<file path="src/rtl/strided_tensor_gather_address_assert.svh">
// assertion macros for the strided tensor gather address generator
// no dependencies; included by the top level
`ifndef STRIDED_TENSOR_GATHER_ADDRESS_ASSERT_SVH
`define STRIDED_TENSOR_GATHER_ADDRESS_ASSERT_SVH

// same-cycle implication, checked outside reset
`define STGA_ASSERT_SAME(label, clk, rst_n, ante, cons) \
    label: assert property (@(posedge clk) disable iff (!rst_n) (ante) |-> (cons)) \
        else $error("stga assertion failed");

// next-cycle implication, checked outside reset
`define STGA_ASSERT_NEXT(label, clk, rst_n, ante, cons) \
    label: assert property (@(posedge clk) disable iff (!rst_n) (ante) |=> (cons)) \
        else $error("stga assertion failed");

`endif

</file>
<file path="src/rtl/stga_pkg.sv">
// shared types and constants for the strided tensor gather address generator
// no dependencies
package stga_pkg;

    localparam int OFFSET_W     = 48;
    localparam int STRIDE_W     = 32;
    localparam int EXT_FIELD_W  = 16;
    localparam int GEOM_W       = 48;
    localparam int ELEM_BYTES_W = 5;
    localparam int DIM_COUNT_W  = 3;
    localparam int CFG_INDEX_W  = 3;
    localparam int NUM_GEOM     = 4;

    localparam int DEF_MAX_DIMS    = 4;
    localparam int DEF_EXTENT_BITS = 16;

    localparam logic [ELEM_BYTES_W-1:0] ELEM_BYTES_RST = 5'd4;
    localparam logic [DIM_COUNT_W-1:0]  DIM_COUNT_RST  = 3'd1;
    localparam logic [GEOM_W-1:0]       GEOM_RST       = 48'd1;

    // register indexes of the configuration port
    localparam logic [CFG_INDEX_W-1:0] CFG_ELEM_BYTES = 3'd0;
    localparam logic [CFG_INDEX_W-1:0] CFG_DIM_COUNT  = 3'd1;
    localparam logic [CFG_INDEX_W-1:0] CFG_DIM0_GEOM  = 3'd2;
    localparam logic [CFG_INDEX_W-1:0] CFG_DIM1_GEOM  = 3'd3;
    localparam logic [CFG_INDEX_W-1:0] CFG_DIM2_GEOM  = 3'd4;
    localparam logic [CFG_INDEX_W-1:0] CFG_DIM3_GEOM  = 3'd5;

    typedef struct packed {
        logic [ELEM_BYTES_W-1:0]                   elem_bytes;
        logic [DIM_COUNT_W-1:0]                    used_dims;
        logic [NUM_GEOM-1:0][EXT_FIELD_W-1:0]      extent;
        logic [NUM_GEOM-1:0][STRIDE_W-1:0]         stride;
    } cfg_t;

    // first pipeline stage status handed from the counter to the offset pipe
    typedef struct packed {
        logic                valid;
        logic                last;
        logic [OFFSET_W-1:0] count;
    } stage_t;

endpackage

</file>
<file path="src/rtl/stga_index_counter.sv">
// per-dimension index counters and element count, first pipeline stage
// depends on stga_pkg
module stga_index_counter
    import stga_pkg::*;
#(
    parameter int MAX_DIMS    = DEF_MAX_DIMS,
    parameter int EXTENT_BITS = DEF_EXTENT_BITS,
    localparam int IDX_W = (EXTENT_BITS < EXT_FIELD_W) ? EXTENT_BITS : EXT_FIELD_W
)
(
    input  logic                          clk,
    input  logic                          rst_n,
    input  cfg_t                          cfg,
    input  logic                          in_valid,
    output logic                          in_stall,
    input  logic                          restart,
    input  logic                          pipe_ready,
    output stage_t                        s1,
    output logic [MAX_DIMS-1:0][IDX_W-1:0] s1_idx
);

    logic [MAX_DIMS-1:0][IDX_W-1:0] idx_reg, idx_next;
    logic [OFFSET_W-1:0]            count_reg, count_next;
    logic                           s1_valid_reg, s1_valid_next;
    logic                           s1_last_reg, s1_last_next;
    logic [OFFSET_W-1:0]            s1_count_reg, s1_count_next;
    logic [MAX_DIMS-1:0][IDX_W-1:0] s1_idx_reg, s1_idx_next;

    logic [MAX_DIMS-1:0][IDX_W-1:0] idx_cur;
    logic [MAX_DIMS-1:0][IDX_W-1:0] ext;
    logic [MAX_DIMS-1:0][IDX_W:0]   nx;
    logic [OFFSET_W-1:0]            count_cur;
    logic                           last;
    logic                           carry;
    logic                           s1_ready;
    logic                           accept;

    assign s1_ready = !s1_valid_reg || pipe_ready;
    assign in_stall = !s1_ready;
    assign accept   = in_valid && s1_ready;

    always_comb
    begin
        count_cur = restart ? '0 : count_reg;
        last      = 1'b1;
        for (int d = 0; d < MAX_DIMS; d++)
        begin
            idx_cur[d] = restart ? '0 : idx_reg[d];
            ext[d]     = cfg.extent[d][IDX_W-1:0];
            if (ext[d] == '0)
            begin
                ext[d] = IDX_W'(1);
            end
            nx[d] = {1'b0, idx_cur[d]} + (IDX_W+1)'(1);
            if ((DIM_COUNT_W'(d) < cfg.used_dims) && (nx[d] < {1'b0, ext[d]}))
            begin
                last = 1'b0;
            end
        end
    end

    always_comb
    begin
        idx_next      = idx_reg;
        count_next    = count_reg;
        s1_idx_next   = s1_idx_reg;
        s1_count_next = s1_count_reg;
        s1_last_next  = s1_last_reg;
        s1_valid_next = s1_ready ? in_valid : s1_valid_reg;
        carry         = 1'b1;
        if (accept)
        begin
            s1_count_next = count_cur;
            s1_last_next  = last;
            for (int d = 0; d < MAX_DIMS; d++)
            begin
                s1_idx_next[d] = (DIM_COUNT_W'(d) < cfg.used_dims) ? idx_cur[d] : '0;
            end
            if (last)
            begin
                idx_next   = '0;
                count_next = '0;
            end
            else
            begin
                idx_next = idx_cur;
                // fastest dimension is the highest used one, carry ripples down
                for (int d = MAX_DIMS - 1; d >= 0; d--)
                begin
                    if ((DIM_COUNT_W'(d) < cfg.used_dims) && carry)
                    begin
                        if (nx[d] < {1'b0, ext[d]})
                        begin
                            idx_next[d] = nx[d][IDX_W-1:0];
                            carry       = 1'b0;
                        end
                        else
                        begin
                            idx_next[d] = '0;
                        end
                    end
                end
                count_next = count_cur + OFFSET_W'(1);
            end
        end
    end

    always_ff @(posedge clk or negedge rst_n)
    begin
        if (!rst_n)
        begin
            idx_reg      <= '0;
            count_reg    <= '0;
            s1_valid_reg <= 1'b0;
        end
        else
        begin
            idx_reg      <= idx_next;
            count_reg    <= count_next;
            s1_valid_reg <= s1_valid_next;
        end
    end

    always_ff @(posedge clk)
    begin
        s1_idx_reg   <= s1_idx_next;
        s1_count_reg <= s1_count_next;
        s1_last_reg  <= s1_last_next;
    end

    always_comb
    begin
        s1.valid = s1_valid_reg;
        s1.last  = s1_last_reg;
        s1.count = s1_count_reg;
    end
    assign s1_idx = s1_idx_reg;

endmodule

</file>
<file path="config.mk">
export PLATFORM = sky130hd
export DESIGN_NAME = stga_index_counter
export DESIGN_NICKNAME = d
export VERILOG_FILES = /design/src/rtl/strided_tensor_gather_address_assert.svh /design/src/rtl/stga_pkg.sv /design/src/rtl/stga_index_counter.sv
export SDC_FILE = /design/constraint.sdc
export NUM_CORES = 1
export LEC_CHECK = 0
export ABC_CLOCK_PERIOD_IN_PS = 5350
export BUFFER_PORTS_ARGS = -buffer_cell sky130_fd_sc_hd__buf_2
export CORE_ASPECT_RATIO = 2
export CORE_UTILIZATION = 30
export DETAILED_ROUTE_END_ITERATION = 16
export PLACE_DENSITY_LB_ADDON = 0.08
export SLEW_MARGIN = 20
export SYNTH_ARGS = -nofsm -noshare
export SYNTH_HDL_FRONTEND = slang
export SYNTH_SLANG_ARGS = --single-unit
</file>
<file path="constraint.sdc">
create_clock -name clk -period 5.35 [get_ports clk]
set_input_delay 0.8025 -clock clk [delete_from_list [all_inputs] [get_ports clk]]
set_output_delay 0.8025 -clock clk [all_outputs]
set_load 0.02 [all_outputs]
</file>
==> run_results.csv <==
group,metric,value,unit
timing,slew_violations,0,
timing,finalClockSkew,0.0177,ns
synth,synth-main-ff-cell,"edfxtp_1",
drt,avgViaCountPerCell,5.09,
global_route,grtUsageTotal,0.190,
synth,synth-compound-area-share,0.138,
global_route,overflow,0,
die,start_util,0.304,
placement,dpl.hpwl,30600,um
critical_path,cpMostUsedCell,"buf_4",
die,dieArea,0.0440,sq mm
finish,fillers,4319,
die,std_cell_rows,107,
finish,final_core_util,0.368,
global_route,grt_max_degree,109,
cts,clock_path_buffers,3,
placement,gp_congestion,0.825,
global_route,grt_pass1_vias,10900,
pwr,p_leak,6.94,nW
drt,vias,10600,
synth,syn_nets,1580,
cts,clock_sinks,226,
die,coreArea,0.0426,sq mm
timing,finalHoldViolCount,0,
synth,synth_common_cells,"dfrtp_1 (113), edfxtp_1 (113), nand2_1 (104)",
worst_hold_path,min-delay-path-class,"input pin to async pin",
synth,ys_top_cells_by_area,"edfxtp_1 (26%), dfrtp_1 (22%), ha_1 (6.3%)",
synth,synth_top_area_frac,0.262,
timing,rsz0062_at_grt,"false",
timing,setup_viol,0,
synth,synth_xor_area_frac,0.0359,
drt,wl_per_cell,20.0,um
die,die_w,149,um
run_status,outcome,"completed",
global_route,grt_first_pass_wirelength,63100,um
cts,clk_pin_slew,0.06,ns
placement,numPortBuffers,186,
synth,syn_avg_cell_area,9.88,sq um
pwr,ir_worst_vdd,0.217,mV
synth,syn-cell-area,0.0129,sq mm
finish,layout-drive-gt1-share,0.200,
critical_path,startpoint_type,"input pin",
critical_path,end_kind,"register",
cts,cts_tree,"yes",
finish,areaGrowthSynthToFinish,21.0,%
critical_path,cp.arrival,5.18,ns
cts,postCtsSetupBuffers,0,
critical_path,max_stage_delay,0.39,ns
finish,final-instance-count-excl-fill,2076,
synth,yosys.area_share.simple,0.223,
die,fp.dieH,296,um
cts,cts_buffers,24,
pwr,powerDensity,274,mW/mm^2
timing,fin_crit_sh,0.888,
synth,ys_seq_area_frac,0.481,
placement,place_area,0.0148,sq mm
drt,ant_nets,0,
synth,ys_ff_latch,226,
synth,yosys.area.top_type,"edfxtp_1",
drt,first_pass_iters,5,
critical_path,path_max_fanout,18,
timing,slew_headroom,0.352,
synth,synth_top_family_by_area,"simple AND/OR/NAND/NOR gates",
drt,route.detailed.drc,0,
placement,place_inst,2033,
critical_path,crit_type,"input pin to register",
critical_path,required,5.78,ns
synth,yosysUniqueCellTypes,75,
global_route,antenna_found_initial,0,
timing,period_needed,4.75,ns
cts,clockRootBuffer,"clkbuf_16",
synth,synth_fa_ha_area_frac,0.0628,
timing,timing.fmax,210,MHz
drt,drt-initial-drc-count,495,
finish,fin_area,0.0157,sq mm
timing,hold-worst-slack,0.345,ns
synth,synth-async-reset-ratio,0.500,
cts,cts_hold_buffers,0,
synth,synth_cells,1310,
critical_path,cp_cell_sequence,"buf_4, buf_12, nor2b_1, ha_1, and3b_1, nand4_1, buf_4, nor2b_1, xnor2_1, nor2_1, ha_1, and4_1, nand4_1, nor3_1, a211oi_1, a2bb2oi_1, a31o_2, buf_4, o21ai_0, a22o_1",
finish,diodes,0,
finish,nets,1784,
synth,synth.area.mux_share,0.0126,
timing,setup_tns,0,ns
job,cap_violations,0,
cts,cts.htree.levels,1,
synth,yosysWarnings,0,
timing,tightest_slew,0.972,ns
cts,clk_latency,0.55,ns
drt,drt-total-wl,41500,um
synth,synth_edf_count,113,
die,ios,320,
cts,post_cts_resized,0,
critical_path,cp_slowest_cell,"a2bb2oi_1",
==> cells by family (layout without fill, tap and decap cells) <==
kind of cell | after synthesis | count (layout)
buffers and inverters | 148 | 369
AND/OR/NAND/NOR | 540 | 540
flip-flops | 226 | 226
XOR/XNOR | 53 | 53
multiplexers | 16 | 16
adder cells (fa/ha/maj) | 65 | 65
AO/OA/AOI/OAI | 262 | 262
==> layout make-up <==
cell class / count / area, sq um / area share
clock buffers: 30 / 643 / 0.0411
multi-input cells: 936 / 6160 / 0.393
well taps: 545 / 682 / 0.0435
inverters: 89 / 339 / 0.0217
flip-flops and latches: 226 / 6220 / 0.397
clock inverters: 13 / 236 / 0.0151
repair buffers: 237 / 1380 / 0.0882
==> through the flow <==
stage | setup WS [ns] | power, mW
finish | 0.597 | 4.30
global placement | 0.0307 | 2.45
detailed placement | 0.0213 | 2.45
CTS | 0.581 | 4.39
global route | 0.278 | 4.49
floorplan | -0.00260 | 2.24
==> layer usage <==
| metal | wire [um] | vias to the layer above | part of all wire | global-route usage |
|---|---|---|---|---|
| li1 | - | 5158 | - | - |
| met1 | 15000 | 5104 | 0.36 | 0.196 |
| met4 | 1640 | 0 | 0.040 | 0.0801 |
| met3 | 1510 | 70 | 0.036 | 0.0229 |
| met5 | 0 | - | 0 | 0 |
| met2 | 23300 | 236 | 0.56 | 0.377 |
==> placed cells by master, fill, tap and decap left out, types with 5 or more instances in the layout <==
cell type	instances
buf_12	5
a211oi_1	6
nand2b_1	8
bufinv_16	6
buf_2	184
o21a_1	7
a21oi_1	53
nand3_1	48
nor4_1	21
nand4_1	34
nor2b_1	62
buf_4	48
ha_1	64
and2_1	47
inv_1	87
xor2_1	29
mux2i_1	14
o31ai_1	6
nor3_1	31
xnor2_1	24
nor2_1	99
nand2_1	103
dfrtp_1	113
or3_1	12
o21ai_0	55
a31oi_1	7
nand3b_1	5
edfxtp_1	113
o21ai_1	11
and3_1	34
clkbuf_16	24
a22o_1	56
a21o_1	10
==> path summary, 6_finish.rpt <==
kind | startpoint | end | slack [ns] | depth (start not counted)
min in group clk | count_reg[47] | count_reg[47] | 0.49 | 1
min reg2reg | count_reg[47] | count_reg[47] | 0.49 | 1
max in group asynchronous | rst_n | idx_reg[36] | 4.14 | 2
max reg2reg | idx_reg[1] | count_reg[13] | 0.71 | 15
max | restart | count_reg[13] | 0.60 | 20
min | rst_n | count_reg[15] | 0.35 | 1
==> worst max-delay path, delay by kind of cell <==
| family | cells | cell delay, ns |
|---|---|---|
| buf+inv | 4 | 0.80 |
| simple gates | 8 | 1.48 |
| compound gates | 5 | 1.37 |
| fa+ha+maj | 2 | 0.56 |
| xor+xnor | 1 | 0.12 |
==> power by group <==
| part | leakage, nW | internal, mW | switching, mW |
|---|---|---|---|
| clock | 0.422 | 1.15 | 0.743 |
| sequential | 2.69 | 1.90 | 0.0455 |
| combinational | 3.83 | 0.152 | 0.311 |
(Power assumes the default switching activity.)
