$ cat src/rtl/strided_tensor_gather_address_assert.svh
// assertion macros for the strided tensor gather address generator
// no dependencies; included by the top level
`ifndef STRIDED_TENSOR_GATHER_ADDRESS_ASSERT_SVH
`define STRIDED_TENSOR_GATHER_ADDRESS_ASSERT_SVH

// same-cycle implication, checked outside reset
`define STGA_ASSERT_SAME(label, clk, rst_n, ante, cons) \
    label: assert property (@(posedge clk) disable iff (!rst_n) (ante) |-> (cons)) \
        else $error("stga assertion failed");

// next-cycle implication, checked outside reset
`define STGA_ASSERT_NEXT(label, clk, rst_n, ante, cons) \
    label: assert property (@(posedge clk) disable iff (!rst_n) (ante) |=> (cons)) \
        else $error("stga assertion failed");

`endif

$ cat src/rtl/stga_pkg.sv
// shared types and constants for the strided tensor gather address generator
// no dependencies
package stga_pkg;

    localparam int OFFSET_W     = 48;
    localparam int STRIDE_W     = 32;
    localparam int EXT_FIELD_W  = 16;
    localparam int GEOM_W       = 48;
    localparam int ELEM_BYTES_W = 5;
    localparam int DIM_COUNT_W  = 3;
    localparam int CFG_INDEX_W  = 3;
    localparam int NUM_GEOM     = 4;

    localparam int DEF_MAX_DIMS    = 4;
    localparam int DEF_EXTENT_BITS = 16;

    localparam logic [ELEM_BYTES_W-1:0] ELEM_BYTES_RST = 5'd4;
    localparam logic [DIM_COUNT_W-1:0]  DIM_COUNT_RST  = 3'd1;
    localparam logic [GEOM_W-1:0]       GEOM_RST       = 48'd1;

    // register indexes of the configuration port
    localparam logic [CFG_INDEX_W-1:0] CFG_ELEM_BYTES = 3'd0;
    localparam logic [CFG_INDEX_W-1:0] CFG_DIM_COUNT  = 3'd1;
    localparam logic [CFG_INDEX_W-1:0] CFG_DIM0_GEOM  = 3'd2;
    localparam logic [CFG_INDEX_W-1:0] CFG_DIM1_GEOM  = 3'd3;
    localparam logic [CFG_INDEX_W-1:0] CFG_DIM2_GEOM  = 3'd4;
    localparam logic [CFG_INDEX_W-1:0] CFG_DIM3_GEOM  = 3'd5;

    typedef struct packed {
        logic [ELEM_BYTES_W-1:0]                   elem_bytes;
        logic [DIM_COUNT_W-1:0]                    used_dims;
        logic [NUM_GEOM-1:0][EXT_FIELD_W-1:0]      extent;
        logic [NUM_GEOM-1:0][STRIDE_W-1:0]         stride;
    } cfg_t;

    // first pipeline stage status handed from the counter to the offset pipe
    typedef struct packed {
        logic                valid;
        logic                last;
        logic [OFFSET_W-1:0] count;
    } stage_t;

endpackage

$ cat src/rtl/stga_cfg_regs.sv
// configuration registers of the strided tensor gather address generator
// depends on stga_pkg
module stga_cfg_regs
    import stga_pkg::*;
#(
    parameter int MAX_DIMS = DEF_MAX_DIMS
)
(
    input  logic                   clk,
    input  logic                   rst_n,
    input  logic                   cfg_valid,
    input  logic [CFG_INDEX_W-1:0] cfg_index,
    input  logic [GEOM_W-1:0]      cfg_data,
    output cfg_t                   cfg
);

    localparam logic [DIM_COUNT_W-1:0] DIM_LIMIT = DIM_COUNT_W'(MAX_DIMS);

    logic [ELEM_BYTES_W-1:0]         elem_bytes_reg, elem_bytes_next;
    logic [DIM_COUNT_W-1:0]          dim_count_reg, dim_count_next;
    logic [NUM_GEOM-1:0][GEOM_W-1:0] geom_reg, geom_next;

    always_comb
    begin
        elem_bytes_next = elem_bytes_reg;
        dim_count_next  = dim_count_reg;
        geom_next       = geom_reg;
        if (cfg_valid)
        begin
            case (cfg_index)
                CFG_ELEM_BYTES: elem_bytes_next = cfg_data[ELEM_BYTES_W-1:0];
                CFG_DIM_COUNT:  dim_count_next  = cfg_data[DIM_COUNT_W-1:0];
                CFG_DIM0_GEOM:  geom_next[0]    = cfg_data;
                CFG_DIM1_GEOM:  geom_next[1]    = cfg_data;
                CFG_DIM2_GEOM:  geom_next[2]    = cfg_data;
                CFG_DIM3_GEOM:  geom_next[3]    = cfg_data;
                default:        ;
            endcase
        end
    end

    always_ff @(posedge clk or negedge rst_n)
    begin
        if (!rst_n)
        begin
            elem_bytes_reg <= ELEM_BYTES_RST;
            dim_count_reg  <= DIM_COUNT_RST;
            for (int d = 0; d < NUM_GEOM; d++)
            begin
                geom_reg[d] <= GEOM_RST;
            end
        end
        else
        begin
            elem_bytes_reg <= elem_bytes_next;
            dim_count_reg  <= dim_count_next;
            geom_reg       <= geom_next;
        end
    end

    always_comb
    begin
        cfg.elem_bytes = elem_bytes_reg;
        cfg.used_dims  = (dim_count_reg > DIM_LIMIT) ? DIM_LIMIT : dim_count_reg;
        for (int d = 0; d < NUM_GEOM; d++)
        begin
            cfg.extent[d] = geom_reg[d][EXT_FIELD_W-1:0];
            cfg.stride[d] = geom_reg[d][EXT_FIELD_W +: STRIDE_W];
        end
    end

endmodule

$ cat config.mk
export PLATFORM = sky130hd
export DESIGN_NAME = stga_cfg_regs
export DESIGN_NICKNAME = d
export VERILOG_FILES = /design/src/rtl/strided_tensor_gather_address_assert.svh /design/src/rtl/stga_pkg.sv /design/src/rtl/stga_cfg_regs.sv
export SDC_FILE = /design/constraint.sdc
export NUM_CORES = 1
export LEC_CHECK = 0
export BUFFER_PORTS_ARGS = -buffer_cell sky130_fd_sc_hd__buf_2
export CELL_PAD_IN_SITES_DETAIL_PLACEMENT = 1
export CELL_PAD_IN_SITES_GLOBAL_PLACEMENT = 1
export CORE_AREA = 2 2 136 138
export DETAILED_ROUTE_END_ITERATION = 10
export DIE_AREA = 0 0 138 140
export PLACE_DENSITY_LB_ADDON = 0.15
export SYNTH_ARGS = -nofsm -noshare
export SYNTH_HDL_FRONTEND = slang
export SYNTH_SLANG_ARGS = --single-unit
$ cat constraint.sdc
create_clock -name clk -period 1.35 [get_ports clk]
set_clock_uncertainty 0.05 [all_clocks]
set_input_delay 0.2025 -clock clk [delete_from_list [all_inputs] [get_ports clk]]
set_output_delay 0.2025 -clock clk [all_outputs]
set_load 0.01 [all_outputs]
==> impl_metrics.env, run 1 <==
export IMPL_status="finished, violations left"
export IMPL_violations="setup timing"
export IMPL_syn_area_sq_mm=0.007672
export IMPL_synth_edf_count=0
export IMPL_yosysTopAreaCellShare_pct=63.27
export IMPL_place_area_sq_mm=0.009398
export IMPL_drive_above_1_share_pct=67.34
export IMPL_power_density_mw_per_mm2=1667
export IMPL_yosys_top_cells_area="dfrtp_1, mux2_2, mux2_4"
export IMPL_drt_iter0_markers=116
export IMPL_setup_viol=2
export IMPL_grtUsageTotal_pct=21.20
export IMPL_portBuffers=253
export IMPL_avgSynthCellArea_sq_um=17.88
export IMPL_dr_pass1_iters=4
export IMPL_finalWorstSetupSlack_ps=-114.6
export IMPL_relSlewSlack_pct=74.77
export IMPL_numCtsBuffers=17
export IMPL_p_leak_nw=4.992
export IMPL_core_area_sq_mm=0.01778
export IMPL_rsz0062_at_grt="true"
export IMPL_grt_antenna_before_repair=0
export IMPL_async_reset_ff_share_pct=100.0
export IMPL_yosysUniqueCellTypes=13
export IMPL_die_area_sq_mm=0.01932
export IMPL_worstSetupEndpointType="output port"
export IMPL_finalCriticalPeriod_ps=1465
export IMPL_row_count=49
export IMPL_clock_fmax_mhz=682.8
export IMPL_cts_tree="yes"
export IMPL_initial_utilization_pct=43.15
export IMPL_final_util_pct=57.92
export IMPL_clock_latency_ps=420
export IMPL_multi_input_area_sq_mm=0.002501
export IMPL_max_cap_violations=0
export IMPL_tightest_slew_ps=378.4
export IMPL_hold_class="input pin to flip-flop"
export IMPL_hold_viol=0
export IMPL_grt_pass1_wl_um=31880
export IMPL_post_synth_top_count_cell="dfrtp_1"
export IMPL_max_clock_path_buffers=2
export IMPL_die_y_um=140
export IMPL_ir_drop_v=0.0009527
export IMPL_htree_levels=4
export IMPL_grt_max_degree=42
export IMPL_grt_pass1_vias=5511
export IMPL_critPathKind="flip-flop to output port"
export IMPL_synthToLayoutAreaGrowth_pct=34.23
export IMPL_vias_per_cell=4.955
export IMPL_cts_clk_slew_worst_paths_ps=70
export IMPL_regArea_sq_mm=0.005012
export IMPL_p_total_w=0.01717
export IMPL_n_antenna_cell=0
export IMPL_critPathRequiredTime_ps=1100
export IMPL_ios=254
export IMPL_finalInstanceArea_sq_mm=0.01030
export IMPL_layout_nets=788
export IMPL_cts_setup_buffers=0
export IMPL_drc_errors=0
export IMPL_die_w_um=138
export IMPL_synth_seq_area_share_pct=65.33
export IMPL_largest_reg_flops=192
export IMPL_arrival_ps=1210
export IMPL_wl_um=19940
export IMPL_cts_root_buf="clkbuf_16"
export IMPL_synth_ff_type="dfrtp_1"
export IMPL_routedWlPerCell_um=20.43
export IMPL_fillers=1761
export IMPL_crit_fanout=2
export IMPL_overflow=0
export IMPL_ant_nets=0
export IMPL_cts_num_sinks=200
export IMPL_yosysTopAreaCell="dfrtp_1"
export IMPL_dr_total_vias=4836
export IMPL_synth_net_count=483
export IMPL_ys_seq_elements=200
export IMPL_fin_crit_sh_pct=108.5
export IMPL_dp_hpwl_um=14020
export IMPL_worst_setup_path_start_kind="flip-flop"
export IMPL_synth_common_cells="dfrtp_1, mux2_2, mux2_4"
export IMPL_postSynthCellCount=429
export IMPL_yosysWarnings=0
export IMPL_slew_viol_final=0
export IMPL_place_gp_congestion=0.7446
timing repair:
item | 4_1_cts | 5_1_grt
hold endpoints to repair | 150 | 0
hold buffers | 31 | 0
setup endpoints to repair | 6 | 7
resized for setup | 6 | 2
area by class of cell:
cell class,instances,area share (%)
clock buffer,20,4.240
clock inverter,12,1.166
multi-input combinational,208,24.29
sequential,200,48.67
tap,229,2.782
timing repair buffer,307,18.86
power breakdown:
group	total (W)	switching [W]	internal, W
clock	0.00489	0.00230	0.00258
combinational	0.00422	0.00199	0.00223
sequential	0.00807	0.000727	0.00734
total	0.0172	0.00502	0.0121
metrics by stage:
stage / setup slack, ps / hold slack (ps) / setup TNS [ps] / cells
2_1_floorplan: 72.49 / -143.1 / 0 / 429
3_3_place_gp: -98.08 / 107.4 / -9103 / 913
3_5_place_dp: -141.3 / 105.7 / -15230 / 913
4_1_cts: -142.6 / 0.2513 / -175.7 / 976
5_1_grt: -162.0 / 3.634 / -281.4 / 976
6_report: -114.6 / 13.08 / -122.5 / 976
placed cells by master, fill, tap and decap left out:
cell type	netlist	routed
buf_2	10	246
clkbuf_8	0	1
mux2_4	40	40
mux2_1	12	12
dfstp_2	6	6
inv_6	0	3
nor4b_4	1	1
nor2b_1	2	2
dlygate4sd3_1	0	31
and4bb_4	0	2
buf_12	0	12
clkbuf_16	0	17
dfrtp_1	194	194
buf_4	0	12
inv_8	0	1
clkinv_4	0	4
clkinvlp_4	0	1
and4bb_2	1	1
nand4b_1	2	2
clkinv_2	0	2
buf_6	10	5
bufinv_16	0	1
clkbuf_1	1	3
mux2_2	148	148
worst paths after layout:
check / start / slack, ps / cells past startpoint / endpoint
min in group asynchronous: rst_n / 200 / 2 / cfg[45]
worst min register to register: cfg[123] / 440 / 1 / cfg[123]
worst min-delay path: cfg_data[47] / 10 / 2 / cfg[127]
worst max-delay path: dim_count_reg[0] / -110 / 2 / cfg[192]
max in group asynchronous: rst_n / 450 / 3 / cfg[170]
worst max register to register: cfg[119] / 500 / 1 / cfg[119]
routing by layer:
metal	vias up	part of all wire (%)	track usage [%]	routed length [um]
met5	-	0	0	0
met3	27	5.8	5.846	1161
met1	2518	40	24.96	7968
li1	2135	-	-	-
met4	0	2.0	7.304	396
met2	156	52	37.55	10420
worst max-delay path, cell delays in order, from the launching register on:
cell and delay (ps):
dfstp_2 530, nor2b_1 120, buf_4 140
cell families after synthesis:
family / Yosys count / share of synthesized area (%)
and+or+nand+nor: 8 / 1.190
buffers and inverters: 21 / 2.169
muxes: 200 / 31.31
DFF: 200 / 65.33
No activity file was read; power rests on OpenSTA's default activity.
==> run 2, diff against run 1 <==
Settings changed: ABC_AREA set to 1, CORE_AREA 2 2 136 138 to 2 2 143 145, DIE_AREA 0 0 138 140 to 0 0 145 147, GPL_ROUTABILITY_DRIVEN set to 0.
==> run 2 against run 1 <==
The flow still finishes with violations (setup timing). Global-route usage rose by 3.7 points. Core utilization shrank 4.2 points. First-iteration DRC count grew 130%. Via count up 46%. Final area grew 3.5%. Non-clock buffer count increased by 23. Wire length is 31% higher. Clock-buffer cell count shrank 1. Sequential power is 3.7% lower. Critical path type unchanged.
==> impl_metrics.env, run 2 <==
export IMPL_ir_drop_v=0.0008924
export IMPL_clkPwrFrac_pct=30.9
export IMPL_numCtsBuffers=17
export IMPL_layout_commonest_cell="nand2_1"
export IMPL_seq_power_share_pct=46.8
export IMPL_grt_pass1_wl_um=41660
export IMPL_core_area_sq_mm=0.01984
export IMPL_critPathKind="flip-flop to output port"
export IMPL_setup_reg_to_reg_worst_slack_ps=570
export IMPL_vias_per_cell=4.851
export IMPL_synth_seq_area_share_pct=64.33
export IMPL_synth_edf_count=0
export IMPL_cts_tree="yes"
export IMPL_die_w_um=145
export IMPL_grtUsageTotal_pct=24.90
export IMPL_row_count=52
export IMPL_power_density_mw_per_mm2=1558
export IMPL_switchingPower_w=0.005267
export IMPL_dr_pass1_iters=4
export IMPL_drt_iter0_markers=261
export IMPL_largest_reg_flops=192
export IMPL_fillers=2410
export IMPL_synth_ff_type="dfrtp_1"
export IMPL_clock_fmax_mhz=654.5
export IMPL_relSlewSlack_pct=73.64
export IMPL_die_area_sq_mm=0.02132
export IMPL_clock_latency_ps=430
export IMPL_synthToLayoutAreaGrowth_pct=36.84
export IMPL_grt_pass1_vias=7498
export IMPL_yosys_top_cells_area="dfrtp_1, nand2_1, nand3_1"
export IMPL_overflow=0
export IMPL_layout_nets=1230
export IMPL_wl_um=26040
export IMPL_ant_nets=0
export IMPL_wl_met3_um=1452
export IMPL_postSynthCellCount=879
export IMPL_dr_total_vias=7077
export IMPL_rsz0062_at_grt="true"
export IMPL_avgSynthCellArea_sq_um=8.864
export IMPL_mostFrequentLayoutCells="nand2_1, buf_2, dfrtp_1"
export IMPL_synth_common_cells="nand2_1, dfrtp_1, nand3_1"
export IMPL_status="finished, violations left"
export IMPL_p_leak_nw=6.083
export IMPL_n_antenna_cell=0
export IMPL_dp_hpwl_um=17670
export IMPL_yosysWarnings=0
export IMPL_endpoint="cfg[192]"
export IMPL_finalWorstSetupSlack_ps=-177.9
export IMPL_max_cap_violations=0
export IMPL_worstReg2RegStart="cfg[144]"
export IMPL_dp_cells=1379
export IMPL_r2r_cells=2
export IMPL_initial_utilization_pct=39.26
export IMPL_cts_root_buf="clkbuf_16"
export IMPL_max_clock_path_buffers=2
export IMPL_met2WireLength_um=12860
export IMPL_combPwrFrac_pct=22.3
export IMPL_wl_met1_um=11200
export IMPL_yosysTopAreaCell="dfrtp_1"
export IMPL_synth_net_count=933
export IMPL_drc_errors=0
export IMPL_grt_max_degree=66
export IMPL_worstSetupEndpointType="output port"
export IMPL_critPathRequiredTime_ps=1100
export IMPL_hold_class="input pin to flip-flop"
export IMPL_cts_clk_slew_worst_paths_ps=70
export IMPL_crit_fanout=3
export IMPL_drive_above_1_share_pct=28.17
export IMPL_fin_crit_sh_pct=113.2
export IMPL_slew_viol_final=0
export IMPL_ys_seq_elements=200
export IMPL_p_int_w=0.01135
export IMPL_yosysTopAreaCellShare_pct=62.31
export IMPL_async_reset_ff_share_pct=100.0
export IMPL_yosysUniqueCellTypes=15
export IMPL_final_util_pct=53.73
export IMPL_die_y_um=147
export IMPL_syn_area_sq_mm=0.007791
export IMPL_ios=254
export IMPL_tightest_slew_ps=395.3
export IMPL_htree_levels=4
export IMPL_grt_antenna_before_repair=1
export IMPL_p_sw_share_pct=31.70
export IMPL_worst_setup_path_start_kind="flip-flop"
export IMPL_routedWlPerCell_um=17.84
export IMPL_highest_layer="met4"
export IMPL_crit_start="dim_count_reg[0]"
export IMPL_r2r_end="cfg[144]"
export IMPL_violations="setup timing"
export IMPL_portBuffers=253
export IMPL_cts_num_sinks=200
export IMPL_hold_viol=0
export IMPL_setup_viol=2
export IMPL_post_synth_top_count_cell="nand2_1"
export IMPL_finalNonFillerCells=1459
export IMPL_holdPathStages=3
export IMPL_arrival_ps=1280
export IMPL_finalCriticalPeriod_ps=1528
-- run 2: worst min path at each step --
stage                      from                 to  slack [ps]
global placement          rst_n            cfg[57]         220
global route        cfg_data[2]           cfg[178]          30
finish              cfg_data[2]           cfg[146]          30
detailed placement        rst_n            cfg[57]         210
CTS                 cfg_data[2]  elem_bytes_reg[2]          10
floorplan                 rst_n             cfg[0]        -140
-- run 2: final cells by class --
cell class / instances / area [sq um] / area share [%]
Sequential cell: 200 / 5012 / 47.01
Multi-Input combinational cell: 619 / 2507 / 23.52
Timing Repair Buffer: 330 / 2187 / 20.51
Clock buffer: 19 / 452.9 / 4.248
Tap cell: 270 / 337.8 / 3.169
Clock inverter: 13 / 133.9 / 1.256
Inverter: 8 / 30.03 / 0.2817
-- run 2: cells by family (layout without fill, tap and decap cells) --
logic type,after synthesis,in the layout,share of synthesized area [%]
DFF,200,200,64.33
and+or+nand+nor,618,618,31.64
AOI/OAI and AO/OA,1,1,0.09639
buffers and inverters,60,370,3.934
-- run 2: power by group through the flow --
| stage | Sequential, W | Combinational, W | Clock [W] |
|---|---|---|---|
| finish | 0.00777 | 0.00371 | 0.00513 |
| global route | 0.00792 | 0.00412 | 0.00546 |
| CTS | 0.00777 | 0.00376 | 0.00523 |
| global placement | 0.00784 | 0.00349 | 0 |
| detailed placement | 0.00785 | 0.00362 | 0 |
| floorplan | 0.00836 | 0.00106 | 0 |
-- run 2: layer usage --
layer	vias to the layer above	global-route usage, %
met5	-	0
li1	3312	-
met2	201	42.31
met3	32	6.335
met1	3532	31.71
met4	0	7.228
-- run 2: critical path: stages (launching register included) --
cell and delay (ps):
dfstp_2 540, o21a_1 130, nor2_1 50, buf_2 140
-- run 2: stage by stage --
stage | hold slack [ps] | TNS (ps) | worst slack (ps) | total power [W] | area, sq um
after floorplan | -143.1 | 0 | 287.2 | 0.009417 | 7791
after global routing | 29.33 | -570.9 | -252.4 | 0.01750 | 10660
after detailed placement | 212.2 | 0 | 62.99 | 0.01147 | 9568
final | 27.17 | -349.3 | -177.9 | 0.01662 | 10660
after CTS | 10.38 | -398.4 | -199.9 | 0.01675 | 10650
after global placement | 215.1 | 0 | 125.4 | 0.01133 | 9568
-- run 2: repair_timing --
| item | in CTS | in global routing |
|---|---|---|
| endpoints found under the setup margin | 7 | 7 |
| hold buffers | 46 | 0 |
| pin swaps | 1 | 0 |
| gates resized for setup | 8 | 0 |
| setup buffers | 0 | 2 |
| hold endpoints to repair | 302 | 0 |
